$ cat src/sv/lpfe_pkg.sv
package lpfe_pkg;

  // Field widths
  localparam int BYTE_W = 8;
  localparam int LEN_W  = 10;
  localparam int ACC_W  = 14;
  localparam int CNT_W  = 3;
  localparam int PROD_W = ACC_W + 4;

  // Frame format
  localparam logic [LEN_W-1:0] MAX_PAYLOAD   = 10'd512;
  localparam logic [CNT_W-1:0] LENGTH_DIGITS = 3'd4;
  localparam logic [ACC_W-1:0] ACC_CAP       = 14'h3FFF;
  localparam logic [BYTE_W-1:0] ASCII_ZERO   = 8'h30;
  localparam logic [BYTE_W-1:0] ASCII_NINE   = 8'h39;

  // Register reset values
  localparam logic [BYTE_W-1:0] HEADER_RST    = 8'd0;
  localparam logic [LEN_W-1:0]  MAX_LEN_RST   = 10'd512;
  localparam logic              END_CHECK_RST = 1'b1;
  localparam logic [BYTE_W-1:0] END_BYTE_RST  = 8'd125;

  // Register map, indexed by paddr[3:2]
  typedef enum logic [1:0] {
    REG_HEADER    = 2'd0,
    REG_MAX_LEN   = 2'd1,
    REG_END_CHECK = 2'd2,
    REG_END_BYTE  = 2'd3
  } reg_idx_t;

  typedef enum logic [1:0] {
    ST_OK         = 2'd0,
    ST_BAD_DIGIT  = 2'd1,
    ST_TOO_LONG   = 2'd2,
    ST_END_BAD    = 2'd3
  } frame_status_t;

  typedef enum logic [2:0] {
    PH_HUNT = 3'b001,
    PH_LEN  = 3'b010,
    PH_DATA = 3'b100
  } phase_t;

  typedef struct packed {
    logic [BYTE_W-1:0] header_byte;
    logic [LEN_W-1:0]  max_payload_length;
    logic              end_check_enable;
    logic [BYTE_W-1:0] end_byte;
  } cfg_t;

  typedef struct packed {
    logic [BYTE_W-1:0] payload_byte;
    logic              data_valid;
    logic              frame_last;
    frame_status_t     frame_status;
  } res_t;

endpackage

$ cat src/sv/lpfe_parser.sv
module lpfe_parser (
  input  logic                          clk,
  input  logic                          rst,
  input  logic                          accept,
  input  logic [lpfe_pkg::BYTE_W-1:0]   rx_byte,
  input  lpfe_pkg::cfg_t                cfg,
  output lpfe_pkg::res_t                result,
  output logic                          has_result
);

  lpfe_pkg::phase_t                phase, phase_next;
  logic [lpfe_pkg::CNT_W-1:0]      digit_count, digit_count_next;
  logic [lpfe_pkg::ACC_W-1:0]      length_accumulator, length_accumulator_next;
  logic [lpfe_pkg::LEN_W-1:0]      bytes_left, bytes_left_next;

  logic                            is_digit;
  logic [3:0]                      digit;
  logic [lpfe_pkg::PROD_W-1:0]     acc_wide, prod;
  logic [lpfe_pkg::ACC_W-1:0]      acc_sat;
  logic [lpfe_pkg::CNT_W-1:0]      cnt_inc;
  logic [lpfe_pkg::LEN_W-1:0]      limit, left_dec;

  // Digit decode and saturating acc*10 + digit
  always_comb begin
    is_digit = (rx_byte >= lpfe_pkg::ASCII_ZERO) && (rx_byte <= lpfe_pkg::ASCII_NINE);
    digit    = 4'(rx_byte - lpfe_pkg::ASCII_ZERO);
    acc_wide = lpfe_pkg::PROD_W'(length_accumulator);
    prod     = (acc_wide << 3) + (acc_wide << 1) + lpfe_pkg::PROD_W'(digit);
    acc_sat  = (prod > lpfe_pkg::PROD_W'(lpfe_pkg::ACC_CAP)) ? lpfe_pkg::ACC_CAP
                                                           : prod[lpfe_pkg::ACC_W-1:0];
    cnt_inc  = digit_count + 3'd1;
    limit    = (cfg.max_payload_length < lpfe_pkg::MAX_PAYLOAD) ? cfg.max_payload_length
                                                                : lpfe_pkg::MAX_PAYLOAD;
    left_dec = bytes_left - 10'd1;
  end

  // One step of the framing state machine per byte
  always_comb begin
    phase_next              = phase;
    digit_count_next        = digit_count;
    length_accumulator_next = length_accumulator;
    bytes_left_next         = bytes_left;
    result                  = '0;
    has_result              = 1'b0;
    unique case (phase)
      lpfe_pkg::PH_LEN: begin
        if (!is_digit) begin
          phase_next              = lpfe_pkg::PH_HUNT;
          digit_count_next        = '0;
          length_accumulator_next = '0;
          result.frame_last       = 1'b1;
          result.frame_status     = lpfe_pkg::ST_BAD_DIGIT;
          has_result              = 1'b1;
        end else begin
          length_accumulator_next = acc_sat;
          digit_count_next        = cnt_inc;
          if (cnt_inc >= lpfe_pkg::LENGTH_DIGITS) begin
            digit_count_next = '0;
            if (acc_sat > lpfe_pkg::ACC_W'(limit)) begin
              phase_next              = lpfe_pkg::PH_HUNT;
              length_accumulator_next = '0;
              result.frame_last       = 1'b1;
              result.frame_status     = lpfe_pkg::ST_TOO_LONG;
              has_result              = 1'b1;
            end else if (acc_sat == '0) begin
              // empty frame: no end byte to check
              phase_next          = lpfe_pkg::PH_HUNT;
              result.frame_last   = 1'b1;
              result.frame_status = cfg.end_check_enable ? lpfe_pkg::ST_END_BAD
                                                         : lpfe_pkg::ST_OK;
              has_result          = 1'b1;
            end else begin
              bytes_left_next         = acc_sat[lpfe_pkg::LEN_W-1:0];
              length_accumulator_next = '0;
              phase_next              = lpfe_pkg::PH_DATA;
            end
          end
        end
      end
      lpfe_pkg::PH_DATA: begin
        bytes_left_next     = left_dec;
        result.payload_byte = rx_byte;
        result.data_valid   = 1'b1;
        has_result          = 1'b1;
        if (left_dec == '0) begin
          result.frame_last = 1'b1;
          if (cfg.end_check_enable && (rx_byte != cfg.end_byte)) begin
            result.frame_status = lpfe_pkg::ST_END_BAD;
          end
          phase_next = lpfe_pkg::PH_HUNT;
        end
      end
      default: begin
        phase_next = lpfe_pkg::PH_HUNT;
        if (rx_byte == cfg.header_byte) begin
          phase_next              = lpfe_pkg::PH_LEN;
          digit_count_next        = '0;
          length_accumulator_next = '0;
        end
      end
    endcase
  end

  // State registers, advanced on each accepted beat
  always_ff @(posedge clk) begin
    if (rst) begin
      phase              <= lpfe_pkg::PH_HUNT;
      digit_count        <= '0;
      length_accumulator <= '0;
      bytes_left         <= '0;
    end else if (accept) begin
      phase              <= phase_next;
      digit_count        <= digit_count_next;
      length_accumulator <= length_accumulator_next;
      bytes_left         <= bytes_left_next;
    end
  end

endmodule

$ cat src/sv/lpfe_out_buf.sv
module lpfe_out_buf (
  input  logic            clk,
  input  logic            rst,
  input  logic            push,
  input  lpfe_pkg::res_t  item,
  output logic            space,
  output logic            out_valid,
  input  logic            out_ready,
  output lpfe_pkg::res_t  head
);

  logic           main_valid, skid_valid;
  lpfe_pkg::res_t main_item, skid_item;
  logic           pop;

  assign pop       = main_valid && out_ready;
  assign space     = !skid_valid;
  assign out_valid = main_valid;
  assign head      = main_item;

  // Valid flags
  always_ff @(posedge clk) begin
    if (rst) begin
      main_valid <= 1'b0;
      skid_valid <= 1'b0;
    end else if (pop) begin
      if (skid_valid) begin
        skid_valid <= 1'b0;
      end else begin
        main_valid <= push;
      end
    end else if (push) begin
      if (!main_valid) begin
        main_valid <= 1'b1;
      end else begin
        skid_valid <= 1'b1;
      end
    end
  end

  // Payload: skid moves up on a pop, new beat fills the free slot
  always_ff @(posedge clk) begin
    if (pop) begin
      if (skid_valid) begin
        main_item <= skid_item;
      end else if (push) begin
        main_item <= item;
      end
    end else if (push) begin
      if (!main_valid) begin
        main_item <= item;
      end else begin
        skid_item <= item;
      end
    end
  end

endmodule

$ cat src/sv/length_prefixed_frame_extractor.sv
// Length-prefixed frame extractor. Takes one received byte per beat and
// finds frames of the form header byte, four ASCII decimal length digits,
// then that many payload bytes. Each payload byte comes out as one result,
// the last one marked with frame_last; a bad length digit, an over-long
// length or (with the end check on) a wrong or missing final byte is
// reported in frame_status. A byte is taken every cycle while in_ready
// is high, and its result, if any, is registered. Results sit in a
// two-entry output buffer, so in_ready drops only while both entries are
// held by a stalled sink. Registers on the APB port (byte address 4*i):
// header_byte, max_payload_length, end_check_enable, end_byte; write them
// only while no frame is in flight.
module length_prefixed_frame_extractor (
  input  logic                          clk,
  input  logic                          rst,
  // byte stream in
  input  logic                          in_valid,
  output logic                          in_ready,
  input  logic [lpfe_pkg::BYTE_W-1:0]   rx_byte,
  // results out
  output logic                          out_valid,
  input  logic                          out_ready,
  output logic [lpfe_pkg::BYTE_W-1:0]   payload_byte,
  output logic                          data_valid,
  output logic                          frame_last,
  output logic [1:0]                    frame_status,
  // configuration
  input  logic                          psel,
  input  logic                          penable,
  input  logic                          pwrite,
  input  logic [3:0]                    paddr,
  input  logic [31:0]                   pwdata,
  output logic [31:0]                   prdata,
  output logic                          pready
);

  lpfe_pkg::cfg_t     cfg;
  lpfe_pkg::res_t     result, head;
  lpfe_pkg::reg_idx_t reg_sel;
  logic               accept, has_result, space, cfg_wr;

  assign reg_sel = lpfe_pkg::reg_idx_t'(paddr[3:2]);
  assign cfg_wr  = psel && penable && pwrite;
  assign pready  = 1'b1;

  // Configuration registers
  always_ff @(posedge clk) begin
    if (rst) begin
      cfg.header_byte        <= lpfe_pkg::HEADER_RST;
      cfg.max_payload_length <= lpfe_pkg::MAX_LEN_RST;
      cfg.end_check_enable   <= lpfe_pkg::END_CHECK_RST;
      cfg.end_byte           <= lpfe_pkg::END_BYTE_RST;
    end else if (cfg_wr) begin
      unique case (reg_sel)
        lpfe_pkg::REG_HEADER:    cfg.header_byte        <= pwdata[lpfe_pkg::BYTE_W-1:0];
        lpfe_pkg::REG_MAX_LEN:   cfg.max_payload_length <= pwdata[lpfe_pkg::LEN_W-1:0];
        lpfe_pkg::REG_END_CHECK: cfg.end_check_enable   <= pwdata[0];
        lpfe_pkg::REG_END_BYTE:  cfg.end_byte           <= pwdata[lpfe_pkg::BYTE_W-1:0];
        default: ;
      endcase
    end
  end

  // Read-back
  always_comb begin
    unique case (reg_sel)
      lpfe_pkg::REG_HEADER:    prdata = 32'(cfg.header_byte);
      lpfe_pkg::REG_MAX_LEN:   prdata = 32'(cfg.max_payload_length);
      lpfe_pkg::REG_END_CHECK: prdata = 32'(cfg.end_check_enable);
      lpfe_pkg::REG_END_BYTE:  prdata = 32'(cfg.end_byte);
      default:                 prdata = '0;
    endcase
  end

  assign in_ready = space;
  assign accept   = in_valid && in_ready;

  lpfe_parser u_parser (
    .clk        (clk),
    .rst        (rst),
    .accept     (accept),
    .rx_byte    (rx_byte),
    .cfg        (cfg),
    .result     (result),
    .has_result (has_result)
  );

  lpfe_out_buf u_out_buf (
    .clk       (clk),
    .rst       (rst),
    .push      (accept && has_result),
    .item      (result),
    .space     (space),
    .out_valid (out_valid),
    .out_ready (out_ready),
    .head      (head)
  );

  assign payload_byte = head.payload_byte;
  assign data_valid   = head.data_valid;
  assign frame_last   = head.frame_last;
  assign frame_status = head.frame_status;

endmodule

$ cat config.mk
export PLATFORM = sky130hd
export DESIGN_NAME = length_prefixed_frame_extractor
export DESIGN_NICKNAME = d
export VERILOG_FILES = /design/src/sv/lpfe_pkg.sv /design/src/sv/lpfe_parser.sv /design/src/sv/lpfe_out_buf.sv /design/src/sv/length_prefixed_frame_extractor.sv
export SDC_FILE = /design/constraint.sdc
export NUM_CORES = 1
export LEC_CHECK = 0
export ABC_AREA = 1
export BUFFER_PORTS_ARGS = -buffer_cell sky130_fd_sc_hd__buf_2
export CORE_MARGIN = 10
export CORE_UTILIZATION = 30
export CTS_BUF_LIST = sky130_fd_sc_hd__clkbuf_8
export DETAILED_ROUTE_END_ITERATION = 10
export SLEW_MARGIN = 20
export SYNTH_ARGS = -nofsm -noshare
export SYNTH_HDL_FRONTEND = slang
export SYNTH_SLANG_ARGS = --single-unit
$ cat constraint.sdc
create_clock -name clk -period 9.05 [get_ports clk]
set_input_delay 1.3575 -clock clk [delete_from_list [all_inputs] [get_ports clk]]
set_output_delay 1.3575 -clock clk [all_outputs]
set_load 0.05 [all_outputs]
**Word-level counts from Yosys, hierarchy flattened**

Cells that the tools add are included.

- Flip-flop bits (word level): 83
- Input port bits: 51
- Output and inout port bits: 47
- Word-level logic and storage cells: 120

- Add/subtract/negate cells: 5
- Reductions and logical operators: 27
- Bitwise operators: 2
- Equality and inequality tests: 15
- Mux-type cells: 47
- Magnitude comparators: 6

Operators by type and width:

| kind | number |
|---|---|
| $pmux 32 s4 | 1 |
| $mux 14 | 6 |
| $mux 12 | 5 |
| $mux 10 | 5 |
| $mux 3 | 13 |
| $pmux 14 s2 | 1 |
| $pmux 10 s2 | 1 |
| $add 17x15->18 | 1 |
| $add 18x4->18 | 1 |
| $gt 18x14->1 const B | 1 |
| $pmux 3 s2 | 3 |
| $gt 14x10->1 | 1 |
| $logic_not 14->1 | 1 |
| $reduce_and 2->1 | 6 |
| $reduce_and 3->1 | 4 |
| $logic_not 10->1 | 1 |
| $lt 10x10->1 const B | 1 |
| $sub 10x1->10 const B | 1 |
| $mux 9 | 1 |
| $eq 8x8->1 | 1 |
| $ge 8x6->1 const B | 1 |
| $le 8x6->1 const B | 1 |
| $ne 2x2->1 const B | 4 |
| $ne 8x8->1 | 1 |
| other kinds (19) | 40 |

**Logic depth before layout (Yosys ltp)**

Gate-level depths: netlist of the first run.

- Depth after elaboration: 14
- Depth in mapped cells: 31
- Depth with buffers taken out: 31

**Cells and area by module**

Synthesis of the first run repeated with hierarchy kept, for this count alone.

- Cell total of the unflattened synthesis: 907
- Area total of the unflattened synthesis: 6,164.7 µm²

Modules (own cells, without submodules):

| module | times used | seq. area each (µm²) | cells each | area an instance (µm²) |
|---|---|---|---|---|
| lpfe_parser | 1 | 600.6 | 598 | 3,659.8 |
| length_prefixed_frame_extractor | 1 | 540.5 | 228 | 1,446.4 |
| lpfe_out_buf | 1 | 760.7 | 81 | 1,058.5 |

**Worst setup path before layout of the first run**

Ideal clock, no wire load.

- Path kind: in2reg
- Start point: input rx_byte[3] in the netlist's numbering
- End point: register u_out_buf.main_item (netlist bit u_out_buf.head[0]) (enable)
- Cell stages on the path: 26
- Path slack: 3.646 ns
- Data arrival time: 5.020 ns
- Data required time: 8.666 ns
- Buffers on the path: 0
- Setup time: 0.384 ns
- Cells stage by stage: inv_1 -> fa_1 -> fa_1 -> inv_1 -> nand3_1 -> nand2_1 -> nand3_1 -> nand4_1 -> nand2_1 -> nor2_2 -> nand2_4 -> nor2_1 -> inv_1 -> ha_1 -> nand2_1 -> nor2_1 -> nand3_1 -> nand2_1 -> nand2_1 -> nand2_2 -> nand2_4 -> nand2_4 -> nand3_1 -> nand2_1 -> nand2_1 -> a21boi_1

- Word-level cells in the longest chain between the ends: 13
- Elaborated cells between the ends (all ways): 18
- Classes of those cells: add/sub: 2; order compare: 4; mux: 6; reduce/logical: 6

Ends and longest elaborated chain:

| element | RTL line | source |
|---|---|---|
| start: declaration | length_prefixed_frame_extractor.sv:18 | `input logic [lpfe_pkg::BYTE_W-1:0] rx_byte,` |
| parallel branches: the longest is 8 deep, another holds $add 18x4->18 | -- |  |
| $mux 1 * | lpfe_parser.sv:47 | `if (!is_digit) begin` |
| $pmux 1 s2 * | lpfe_parser.sv:45 | `unique case (phase)` |
| $logic_and 1x1->1 * | length_prefixed_frame_extractor.sv:90 | `.push (accept && has_result),` |
| $reduce_bool 2->1 (no line) | -- |  |
| $reduce_and 3->1 (no line) * | -- |  |
| end signal: assignment | lpfe_out_buf.sv:45 | `main_item <= skid_item;` |
| end signal: assignment | lpfe_out_buf.sv:47 | `main_item <= item;` |
| end signal: assignment | lpfe_out_buf.sv:51 | `main_item <= item;` |
| end: declaration | lpfe_out_buf.sv:13 | `lpfe_pkg::res_t main_item, skid_item;` |

Every way passes the cells marked *.
A chain may end at the register's enable or synchronous reset.

**Final worst setup path of the first run**

- Start point: input rx_byte[3] in the netlist's numbering
- End point: register u_out_buf.skid_item[2] in the netlist's numbering (enable)

- Word-level cells in the longest chain between the ends: 12
- Elaborated cells between the ends (all ways): 16
- Classes of those cells: add/sub: 2; order compare: 4; mux: 6; reduce/logical: 4

Ends and longest elaborated chain:

| element | RTL line | source |
|---|---|---|
| parallel branches: the longest is 8 deep, another holds $add 18x4->18 | -- |  |
| $mux 1 * | lpfe_parser.sv:47 |  |
| $pmux 1 s2 * | lpfe_parser.sv:45 |  |
| $logic_and 1x1->1 * | length_prefixed_frame_extractor.sv:90 |  |
| $reduce_and 3->1 (no line) * | -- |  |
| end signal: assignment | lpfe_out_buf.sv:53 | `skid_item <= item;` |
| end: declaration | lpfe_out_buf.sv:13 |  |

Marked as above.

==> flow_metrics.py, run 1 <==
metrics = {
    "cts": {
        "insertion_delay_ns": 0.37,
        "clk_pin_slew_ns": 0.08,
        "cts_root_buf": "clkbuf_8",
        "ctsResizeCount": 0,
        "clk_path_buf_depth": 2,
        "cts_max_level": 3,
        "holdBufCountCts": 0,
        "cts_made_buffers": 9,
        "cts_tree": "yes",
        "cts_sinks": 83,
        "post_cts_buffers": 0,
    },
    "setup_path": {
        "startpoint_type": "input pin",
        "critPathRequiredTime_ns": 9.04,
        "r2r_slack_ns": 3.80,
        "endpoint": "u_out_buf.skid_item[2]",
        "worstReg2RegEnd": "u_out_buf.skid_item[2]",
        "crit_path_start": "rx_byte[3]",
        "path_max_fanout": 12,
        "reg2reg_depth": 26,
        "end_kind": "register",
        "critical_path_class": "input pin to register",
        "r2r-start": "u_parser.length_accumulator[0]",
        "crit_arrival_ns": 6.01,
    },
    "job": {
        "cap_violations": 0,
    },
    "layout": {
        "final_nets": 965,
        "fin_area_um2": 6460,
        "drive_above_1_share": 0.140,
        "n_antenna_cell": 0,
        "final_util": 0.341,
        "nFillCells": 2012,
        "area_growth_pct": 10.6,
    },
    "logic_synthesis": {
        "ys_top_cells_by_count": "210 x nand2_1, 101 x inv_1, 96 x nor2_1",
        "syn_area_per_cell_um2": 7.02,
        "synth.yosys.seq_area_share": 0.325,
        "async_flop_share": 0,
        "ys.flop_type": "dfxtp_1",
        "synth-edff-count": 24,
        "ys_top_cells_by_area": "dfxtp_1 20%, nand2_1 13%, edfxtp_1 12%",
        "ys_seq_elements": 83,
        "ys_types": 43,
        "syn_area_um2": 5850,
        "yosysMostFrequentCell": "nand2_1",
        "synth_top_cell_area_share": 0.202,
        "synth.largest_area_cell": "dfxtp_1",
        "ys_warn_count": 0,
        "synthCells": 833,
    },
    "timing": {
        "rsz0062_at_grt": "false",
        "holdWs_ns": 0.474,
        "clock.fmax_mhz": 166,
        "slew_violations": 0,
        "tns_ns": 0,
        "fin_crit_sh": 0.666,
        "min_period_ns": 6.03,
        "hold_violations": 0,
        "skew_ns": 0.0135,
        "relSlewSlack": 0.267,
        "worstMarginPinSlew_ns": 1.09,
        "setup_viol": 0,
    },
    "route": {
        "drc": 0,
        "drt_iter0_drc": 299,
        "postRouteAntennaNets": 0,
        "wirelength_mm": 15.1,
        "vias": 5239,
        "drt-wirelength-per-cell_um": 13.2,
        "via_per_inst": 4.59,
        "dr.pass1.iters": 4,
    },
    "die": {
        "die_h_um": 160,
        "fp.coreArea_um2": 19000,
        "num_rows": 50,
        "initial_utilization": 0.308,
        "ios": 98,
        "die_w_um": 160,
        "die_area_um2": 25500,
    },
    "power_and_ir_drop": {
        "leakage_nw": 3.15,
        "power.density_nw_per_um2": 115,
        "peakVddDrop_mv": 0.0607,
    },
    "global_route": {
        "grt_max_degree": 38,
        "grtUsageMet3": 0.0250,
        "top_usage_layer": "met2",
        "grt_pass1_vias": 5141,
        "grtUsageMet1": 0.157,
        "overflow": 0,
        "track_usage": 0.118,
        "grt_first_pass_wirelength_mm": 25.5,
        "met2_usage": 0.191,
        "antenna_found_initial": 0,
    },
    "outcome": {
        "status": "finished clean",
    },
    "worst_hold_path": {
        "hp-class": "register to register",
    },
    "placed_design": {
        "postPlaceCellArea_um2": 6260,
        "dp_hpwl_mm": 11.9,
        "gp_congestion": 0.878,
        "io_buffers": 50,
    },
}
[cells by family after synthesis]
kind of cell	count (synthesis)	share of synthesized area
simple gates	414	0.316
flops	83	0.325
buf+inv	153	0.116
other cells	2	0.00128
fa+ha+maj	38	0.0839
xor+xnor	28	0.0420
compound gates	115	0.116
[layer usage]
layer / routed length (um) / up-vias
li1: - / 2729
met1: 7360 / 2400
met5: 0 / -
met3: 645 / 9
met4: 165 / 0
met2: 6950 / 101
[state kept, by name, summed over array words and instances, names as in the netlist]
register	count
cfg	27
u_out_buf.head	12
u_out_buf.skid_valid	1
u_parser.length_accumulator	14
u_out_buf.out_valid	1
u_out_buf.skid_item	12
u_parser.bytes_left	10
u_parser.digit_count	3
u_parser.phase	3
[worst max-delay path, cell delays in order]
cell and delay (ns):
buf_2 0.13, inv_1 0.12, fa_1 0.55, fa_1 0.48
inv_1 0.09, nand3_1 0.06, nand2_1 0.15, nand3_1 0.13
nand4_1 0.10, nand2_1 0.07, nor2_2 0.23, nand2_4 0.13
nor2_1 0.20, inv_1 0.09, ha_1 0.30, nand2_1 0.05
nor2_1 0.17, nand3_1 0.10, nand2_1 0.11, nand2_1 0.07
nand2_2 0.07, nand2_4 0.07, nand2_4 0.07, nand3_1 0.10
nand2_1 0.10, nand2_1 0.12, nor2_1 0.78
[per-stage QoR]
stage / setup slack, ns / power, mW / instances
2_1_floorplan: 3.65 / 0.465 / 854
5_1_grt: 2.54 / 0.773 / 1141
4_1_cts: 2.97 / 0.747 / 1141
3_3_place_gp: 2.64 / 0.480 / 1125
3_5_place_dp: 2.57 / 0.480 / 1125
6_report: 3.02 / 0.742 / 1141
[worst min path at each step]
stage	from	endpoint	cells after the start
CTS	u_parser.digit_count[1]	u_parser.digit_count[1]	2
global route	u_parser.digit_count[1]	u_parser.digit_count[1]	2
detailed placement	u_parser.digit_count[0]	u_parser.digit_count[0]	1
floorplan	u_parser.digit_count[0]	u_parser.digit_count[0]	1
global placement	u_parser.digit_count[2]	u_parser.digit_count[2]	2
finish	u_parser.digit_count[1]	u_parser.digit_count[1]	2
[power breakdown]
part,switching (mW),leakage [nW],internal [mW]
clock network,0.143,0.0986,0.127
registers,0.00298,0.693,0.384
logic,0.0669,2.36,0.0189
total,0.213,3.15,0.529
[placed cells by master, fill, tap and decap left out, types with 8 or more instances in the layout]
master    netlist  final
o21ai_0        45     45
conb_1          2     23
inv_2           9      9
clkbuf_8        0      9
a21oi_1        33     33
nor2_1         96     96
a21oi_2        13     13
dfxtp_1        59     59
nor4_1          8      8
nand4_1         9      9
nand2_2         9      9
ha_1           36     36
edfxtp_1       24     24
buf_2           0     50
o211ai_1        9      9
nand2_1       210    210
nand2_4         9      9
nor3_1         18     18
xor2_1         23     23
inv_1         101    102
nand3_1        39     39
[layout make-up]
cell class                      instances  area (um2)  share of cell area
Sequential cell                        83        1900               0.294
Timing Repair Buffer                   52         265              0.0410
Tap cell                              260         325              0.0503
Inverter                              112         420              0.0651
Clock buffer                            9         124              0.0192
Multi-Input combinational cell        618        3360               0.519
Clock inverter                          7        68.8              0.0106
(Power assumes the default switching activity.)
==> run 2, diff against run 1 <==
==> constraint.sdc (replaced) <==
create_clock -name clk -period 5 [get_ports clk]
set_input_delay 0.75 -clock clk [delete_from_list [all_inputs] [get_ports clk]]
set_output_delay 0.75 -clock clk [all_outputs]
set_load 0.05 [all_outputs]
==> run 2 against run 1 <==
Against the previous run:
- worst setup slack got worse by 2.5 ns
- die area stayed put
- final cell count increased by 2.5%
- global-route usage fell by 0.14 points
- via count up 2.1%
- critical endpoint is now u_out_buf.head[5]
- sequential share of layout area is 0.93 points lower
- combinational power is 88% higher
==> flow_metrics.py, run 2 (synthesis results as in run 1) <==
metrics = {
    "placed_design": {
        "pre_cts_slack_ns": 0.0403,
        "dp_hpwl_mm": 12.1,
        "postPlaceCellArea_um2": 6480,
        "gp_congestion": 0.877,
        "io_buffers": 50,
    },
    "setup_path": {
        "critical_path_class": "input pin to register",
        "critPathRequiredTime_ns": 5.07,
        "path_max_fanout": 12,
        "worstReg2RegEnd": "u_out_buf.head[5]",
        "cp_slowest_cell": "fa_1",
        "crit_path_start": "rx_byte[3]",
        "critPathMostFrequentCell": "nand2_1",
        "startpoint_type": "input pin",
        "reg2reg_depth": 30,
        "crit_arrival_ns": 4.56,
        "end_kind": "register",
        "r2r-start": "u_parser.length_accumulator[0]",
        "r2r_slack_ns": 0.59,
        "cpPeakStageDelay_ns": 0.60,
        "endpoint": "u_out_buf.head[5]",
    },
    "die": {
        "fp.coreArea_um2": 19000,
        "die_w_um": 160,
        "ios": 98,
        "num_rows": 50,
        "die_h_um": 160,
        "die_area_um2": 25500,
        "initial_utilization": 0.308,
    },
    "power_and_ir_drop": {
        "p_sw_mw": 0.376,
        "pwr-share-seq": 0.524,
        "power.density_nw_per_um2": 200,
        "clkPwrFrac": 0.355,
        "peakVddDrop_mv": 0.138,
        "switching_share": 0.282,
        "leakage_nw": 3.29,
        "pwr-share-comb": 0.121,
        "internal-power_mw": 0.958,
    },
    "layout": {
        "final_nets": 994,
        "n_antenna_cell": 0,
        "nFillCells": 2036,
        "final_cell_mix": "210 x nand2_1, 102 x inv_1, 95 x nor2_1",
        "regMostFlops": "cfg",
        "multi_input_area_um2": 3360,
        "drive_above_1_share": 0.167,
        "largest_registers": "cfg (27), u_parser.length_accumulator (14)",
        "area.sequential_um2": 1900,
        "area_growth_pct": 14.2,
        "final_common_cell": "nand2_1",
        "fin_area_um2": 6670,
        "largest_reg_flops": 27,
    },
    "cts": {
        "cts_root_buf": "clkbuf_8",
        "cts_made_buffers": 9,
        "cts_tree": "yes",
        "clk_path_buf_depth": 2,
        "cts_max_level": 3,
        "clk_pin_slew_ns": 0.08,
        "insertion_delay_ns": 0.36,
        "holdBufCountCts": 0,
        "cts_sinks": 83,
    },
    "timing": {
        "min_period_ns": 4.49,
        "clock.fmax_mhz": 223,
        "fin_crit_sh": 0.898,
        "tns_ns": 0,
        "hold_violations": 0,
        "rsz0062_at_grt": "false",
        "setup_viol": 0,
        "slew_violations": 0,
        "worstMarginPinSlew_ns": 1.05,
        "skew_ns": 0.00937,
        "setup_ws_ns": 0.509,
        "relSlewSlack": 0.296,
    },
    "route": {
        "dr.pass1.iters": 5,
        "wirelength_mm": 15.3,
        "via_per_inst": 4.57,
        "drt_iter0_drc": 315,
        "postRouteAntennaNets": 0,
        "drt-wirelength-per-cell_um": 13.1,
        "vias": 5347,
        "drc": 0,
    },
    "global_route": {
        "grt_max_degree": 38,
        "overflow": 0,
        "grt_pass1_vias": 5009,
        "antenna_found_initial": 0,
        "grt_first_pass_wirelength_mm": 25.2,
        "track_usage": 0.117,
    },
    "job": {
        "cap_violations": 0,
    },
    "outcome": {
        "status": "finished clean",
    },
    "worst_hold_path": {
        "hp-class": "register to register",
    },
}
[run 2: worst min-delay path by stage]
| stage | cells past startpoint | slack (ns) | end | start |
|---|---|---|---|---|
| after global placement | 2 | 0.46 | u_parser.digit_count[2] | u_parser.digit_count[2] |
| final | 1 | 0.47 | u_parser.digit_count[0] | u_parser.digit_count[0] |
| after global routing | 1 | 0.49 | u_parser.digit_count[0] | u_parser.digit_count[0] |
| after floorplan | 1 | 0.44 | u_parser.digit_count[0] | u_parser.digit_count[0] |
| after detailed placement | 2 | 0.46 | u_parser.digit_count[2] | u_parser.digit_count[2] |
| after CTS | 2 | 0.48 | u_parser.digit_count[2] | u_parser.digit_count[2] |
[run 2: metrics by stage]
stage | hold slack, ns | cells | util | total power, mW
detailed placement | 0.463 | 1154 | 0.342 | 0.875
global placement | 0.457 | 1154 | 0.342 | 0.874
CTS | 0.475 | 1170 | 0.351 | 1.35
finish | 0.474 | 1170 | 0.352 | 1.33
global route | 0.493 | 1170 | 0.352 | 1.39
floorplan | 0.440 | 854 | - | 0.841
[run 2: power by group through the flow]
| stage | clock (mW) | combinational [mW] | sequential [mW] |
|---|---|---|---|
| 6_report | 0.474 | 0.161 | 0.700 |
| 5_1_grt | 0.514 | 0.175 | 0.700 |
| 4_1_cts | 0.486 | 0.160 | 0.699 |
| 3_5_place_dp | 0 | 0.160 | 0.715 |
| 3_3_place_gp | 0 | 0.159 | 0.715 |
| 2_1_floorplan | 0 | 0.126 | 0.715 |
[run 2: per-layer routing]
metal  track usage  vias to the layer above  part of all wire  wire [um]
met5             0                        -                 0          0
met4        0.0291                        0             0.012        185
met3        0.0258                       16             0.051        782
met2         0.186                      117              0.45       6920
met1         0.156                     2430              0.48       7390
li1              -                     2784                 -          -
[run 2: worst max-delay path: cells and delay by family]
| kind | cells | cell delay, ns |
|---|---|---|
| adder cells (fa/ha/maj) | 3 | 1.17 |
| AND/OR/NAND/NOR | 22 | 1.99 |
| AO/OA/AOI/OAI | 1 | 0.16 |
| buffers and inverters | 5 | 0.50 |
[run 2: what timing repair did]
| action | 4_1_cts | 5_1_grt |
|---|---|---|
| setup endpoints to repair | 0 | 24 |
| gates resized for setup | 0 | 2 |
| buffers inserted | 0 | 0 |
[run 2: layout make-up]
class                           instances  area share
Inverter                              112      0.0630
Tap cell                              260      0.0487
Multi-Input combinational cell        618       0.503
Sequential cell                        83       0.285
Timing Repair Buffer                   81      0.0729
Clock buffer                            9      0.0186
Clock inverter                          7     0.00900
